File: config.mk
export PLATFORM = sky130hd
export DESIGN_NAME = tvg_angle
export DESIGN_NICKNAME = d
export VERILOG_FILES = /design/src/rtl/tvg_angle.sv
export SDC_FILE = /design/constraint.sdc
export NUM_CORES = 1
export LEC_CHECK = 0
export BUFFER_PORTS_ARGS = -buffer_cell sky130_fd_sc_hd__clkbuf_2
export CAP_MARGIN = 20
export CORE_MARGIN = 1.5
export CORE_UTILIZATION = 40
export DETAILED_ROUTE_END_ITERATION = 10
export GPL_ROUTABILITY_DRIVEN = 0
export GPL_TIMING_DRIVEN = 0
export SYNTH_ARGS = -nofsm -noshare
export SYNTH_HDL_FRONTEND = slang
export SYNTH_SLANG_ARGS = --single-unit
File: constraint.sdc
create_clock -name clk -period 23.1 [get_ports clk]
set_input_delay 3.465 -clock clk [delete_from_list [all_inputs] [get_ports clk]]
set_output_delay 3.465 -clock clk [all_outputs]
set_load 0.005 [all_outputs]
File: src/rtl/tvg_angle.sv
// Index reduction modulo the segment count and table address (index*1024)/segments.
`default_nettype none
module tvg_angle (
  input  logic       clk,
  input  logic       en,
  input  logic [5:0] idx,
  input  logic [6:0] seg,
  output logic [5:0] idx_mod,
  output logic [9:0] k
);
  logic [9:0] mod_r;
  logic [6:0] rem_a, rem_b, rem2;
  logic [7:0] sh_a, sh_b;
  logic [4:0] q_hi_next, q_lo_next, q_hi;

  // Stage 1: restoring reduction, quotient is below sixteen.
  always_comb begin
    mod_r = {4'd0, idx};
    for (int j = 3; j >= 0; j--) begin
      if (mod_r >= ({3'd0, seg} << j)) mod_r = mod_r - ({3'd0, seg} << j);
    end
  end

  // Stage 2: upper five quotient bits.
  always_comb begin
    rem_a = {1'b0, idx_mod};
    sh_a  = '0;
    for (int j = 4; j >= 0; j--) begin
      sh_a = {rem_a, 1'b0};
      if (sh_a >= {1'b0, seg}) begin
        rem_a        = 7'(sh_a - {1'b0, seg});
        q_hi_next[j] = 1'b1;
      end else begin
        rem_a        = sh_a[6:0];
        q_hi_next[j] = 1'b0;
      end
    end
  end

  // Stage 3: lower five quotient bits.
  always_comb begin
    rem_b = rem2;
    sh_b  = '0;
    for (int j = 4; j >= 0; j--) begin
      sh_b = {rem_b, 1'b0};
      if (sh_b >= {1'b0, seg}) begin
        rem_b        = 7'(sh_b - {1'b0, seg});
        q_lo_next[j] = 1'b1;
      end else begin
        rem_b        = sh_b[6:0];
        q_lo_next[j] = 1'b0;
      end
    end
  end

  always_ff @(posedge clk) begin
    if (en) begin
      idx_mod <= mod_r[5:0];
      rem2    <= rem_a;
      q_hi    <= q_hi_next;
      k       <= {q_hi, q_lo_next};
    end
  end
endmodule
`default_nettype wire

==> results.yml <==
setup_path:
  startpoint_type: "input pin"
  crit_family: "compound AO/OA/AOI/OAI gates"
  worstRegToRegCells: 40
  cpMaxStageDelayCell: "clkbuf_1"
  cp_slowest_stage_delay_ns: 0.51
  path_depth: 43
  cp_max_fo: 11
  regToRegSetupSlack_ns: 12.96
  crit_buf_inv: 7
  critPathCaptureType: "flop"
  reg2reg_from: "idx_mod[0]$_DFFE_PP_"
  crit_path_frequent_cell: "ha_1"
  cp_data_arrival_time_ns: 13.81
  critical_path_required_ns: 23.13
  crit_type: "input pin to flop"
  worstReg2RegEnd: "rem2[4]$_DFFE_PP_"
synthesis:
  yosys-top-cells-area: "ha_1 (20%), edfxtp_1 (16%), xnor2_1 (5.5%)"
  synth_seq_cells: 28
  syn_area_sq_um: 5300
  async_reset_ff_share_pct: 0
  synth_ff_type: "edfxtp_1"
  yosysSeqAreaShare_pct: 15.9
  synth_edf_count: 28
  synth_top_cell_area_share_pct: 20.1
  synth_top_area_cell: "ha_1"
  synth_nets: 720
  ys_types: 71
  yosysWarnings: 0
  postSynthAreaPerCell_sq_um: 8.63
  syn_inst: 614
clock_tree:
  clock_latency_ns: 0.28
  clkSinkCount: 28
  cts_tree: "yes"
  cts.repair.resized: 0
  path_clk_slew_ns: 0.07
  clockBufferDepth: 2
  root_buffer: "clkbuf_16"
  ctsHoldBuffers: 0
  h-tree-depth: 1
  numCtsBuffers: 3
  post_cts_buffers: 0
sta:
  fmax_mhz: 72.6
  setup_viol: 0
  period_needed_ns: 13.78
  post-route-period-util_pct: 59.7
  final.setup.tns_ns: 0
  slew_violations: 0
  rsz0062_at_grt: "false"
  slew_headroom_pct: 45.3
  worst-slew-pin-transition_ns: 0.820
  hold_viol: 0
  clock_skew_ns: 0.00885
worst_hold_path:
  hold_path_depth: 0
  hold_start: "q_hi[1]$_DFFE_PP_"
  holdPathEnd: "k[6]$_DFFE_PP_"
  hold_class: "flop to flop"
finish:
  syn_to_final_growth_pct: 8.38
  n_antenna_cell: 0
  drive_above_1_share_pct: 13.6
  nets: 755
global_route:
  grt_use_total_pct: 19.0
  grt_pass1_wl_mm: 21.8
  antenna_found_initial: 0
  grt_max_degree: 29
  grt-ovfl-total: 0
  grt_pass1_vias: 4525
routing:
  antenna_left: 0
  drt_pre_antenna_iters: 4
  dr.first_iter.drc_count: 207
  drt-wirelength-per-cell_microns: 15.9
  avgViaCountPerCell: 5.68
  drc: 0
  drt_wl_total_mm: 13.1
  vias: 4657
floorplanning:
  rows: 41
  pin_count: 31
  die_area_sq_um: 14000
  initial_core_util_pct: 41.5
  dieWidth_microns: 118
  design.core.area_sq_um: 12800
  die_h_microns: 118
status:
  status: "finished, final reports clean"
flow_run:
  drv_cap: 0
placement:
  place_hpwl_mm: 9.97
  portBuffers: 30
-- synth_stat cells (2+ instances only) --
cell,n
nand4_1,6
xnor2_1,33
o31ai_1,6
o2111ai_1,2
inv_1,42
a211o_1,3
nor2b_1,12
and3_1,2
or4_1,3
ha_1,85
o21a_1,19
mux2_2,24
nand2_1,33
a21boi_0,2
mux2i_1,9
o32ai_1,3
o21ai_1,4
nor3_1,15
or2_2,3
a31o_2,2
nand2b_1,6
edfxtp_1,28
buf_2,2
xor2_1,13
or3_1,2
a211oi_1,5
a21o_1,30
and2_1,5
nand3_1,11
o21bai_1,10
nor2_1,44
a31oi_1,6
clkbuf_1,5
fa_1,6
a21oi_1,54
o21ai_0,29
o211ai_1,8
o31a_1,4
mux2_4,6
-- registers in the layout, summed over array words and instances, names as in the netlist --
| register | cells |
|---|---|
| k | 10 |
| rem2 | 7 |
| idx_mod | 6 |
| q_hi | 5 |
-- layer usage --
layer | track usage [%] | up-vias | wire (microns)
li1 | - | 2378 | -
met1 | 24.4 | 2190 | 6120
met2 | 33.9 | 74 | 6420
met3 | 2.08 | 15 | 353
met4 | 4.42 | 0 | 165
met5 | 0 | - | 0
-- stage by stage --
step	worst slack [ns]	hold WS, ns	utilization [%]	std cells	instance area [sq um]
finish	9.32	0.422	45.0	820	5750
floorplan	11.11	0.400	-	614	5300
global route	8.46	0.427	45.0	820	5750
CTS	9.36	0.423	45.0	820	5750
detailed placement	9.07	0.405	44.4	816	5670
global placement	9.15	0.404	44.4	816	5670
-- layout by cell type, fill, tap and decap left out, types with 11 or more instances in the layout --
cell type	instances
a21oi_1	54
nand3_1	11
o21a_1	19
clkbuf_2	30
ha_1	85
nor2_1	44
nand2_1	33
xnor2_1	33
edfxtp_1	28
nor3_1	15
nor2b_1	12
o21ai_0	29
inv_1	42
a21o_1	30
mux2_2	24
xor2_1	13
-- worst reg2reg max path: cells and delay by family, from the launching register on --
family,cells,cell delay (ns)
muxes,3,0.85
DFF,1,0.47
buffers and inverters,3,0.72
and+or+nand+nor,9,1.86
adders and majority gates,6,1.69
AOI/OAI and AO/OA,19,4.29
-- worst max-delay path by stage --
stage | start | endpoint | slack (ns)
2_1_floorplan | seg[1] | rem2[2]$_DFFE_PP_ | 11.11
3_3_place_gp | seg[0] | rem2[6]$_DFFE_PP_ | 9.15
3_5_place_dp | seg[0] | rem2[4]$_DFFE_PP_ | 9.07
4_1_cts | seg[0] | rem2[4]$_DFFE_PP_ | 9.36
5_1_grt | seg[0] | rem2[6]$_DFFE_PP_ | 8.46
6_report | seg[0] | rem2[4]$_DFFE_PP_ | 9.32
-- cell type report --
type | instances | area, sq um
Inverter | 43 | 161
Sequential cell | 28 | 841
Multi-Input combinational cell | 534 | 4250
Clock buffer | 3 | 75.1
Tap cell | 172 | 215
Fill cell | 1251 | 7030
Clock inverter | 1 | 3.75
Buffer | 9 | 47.5
Timing Repair Buffer | 30 | 150
-- cells by family (layout without fill, tap and decap cells) --
logic type / count (synthesis) / after routing / synth area share, %
compound gates: 199 / 199 / 25.4
xor+xnor: 46 / 46 / 7.60
fa+ha+maj: 91 / 91 / 22.3
buf+inv: 52 / 86 / 3.94
flops: 28 / 28 / 15.9
mux: 41 / 41 / 9.18
simple gates: 157 / 157 / 15.7
Power is left out: the tool's default activity adds up to more than one toggle a clock period on the data nets, which glitch-free logic cannot reach.
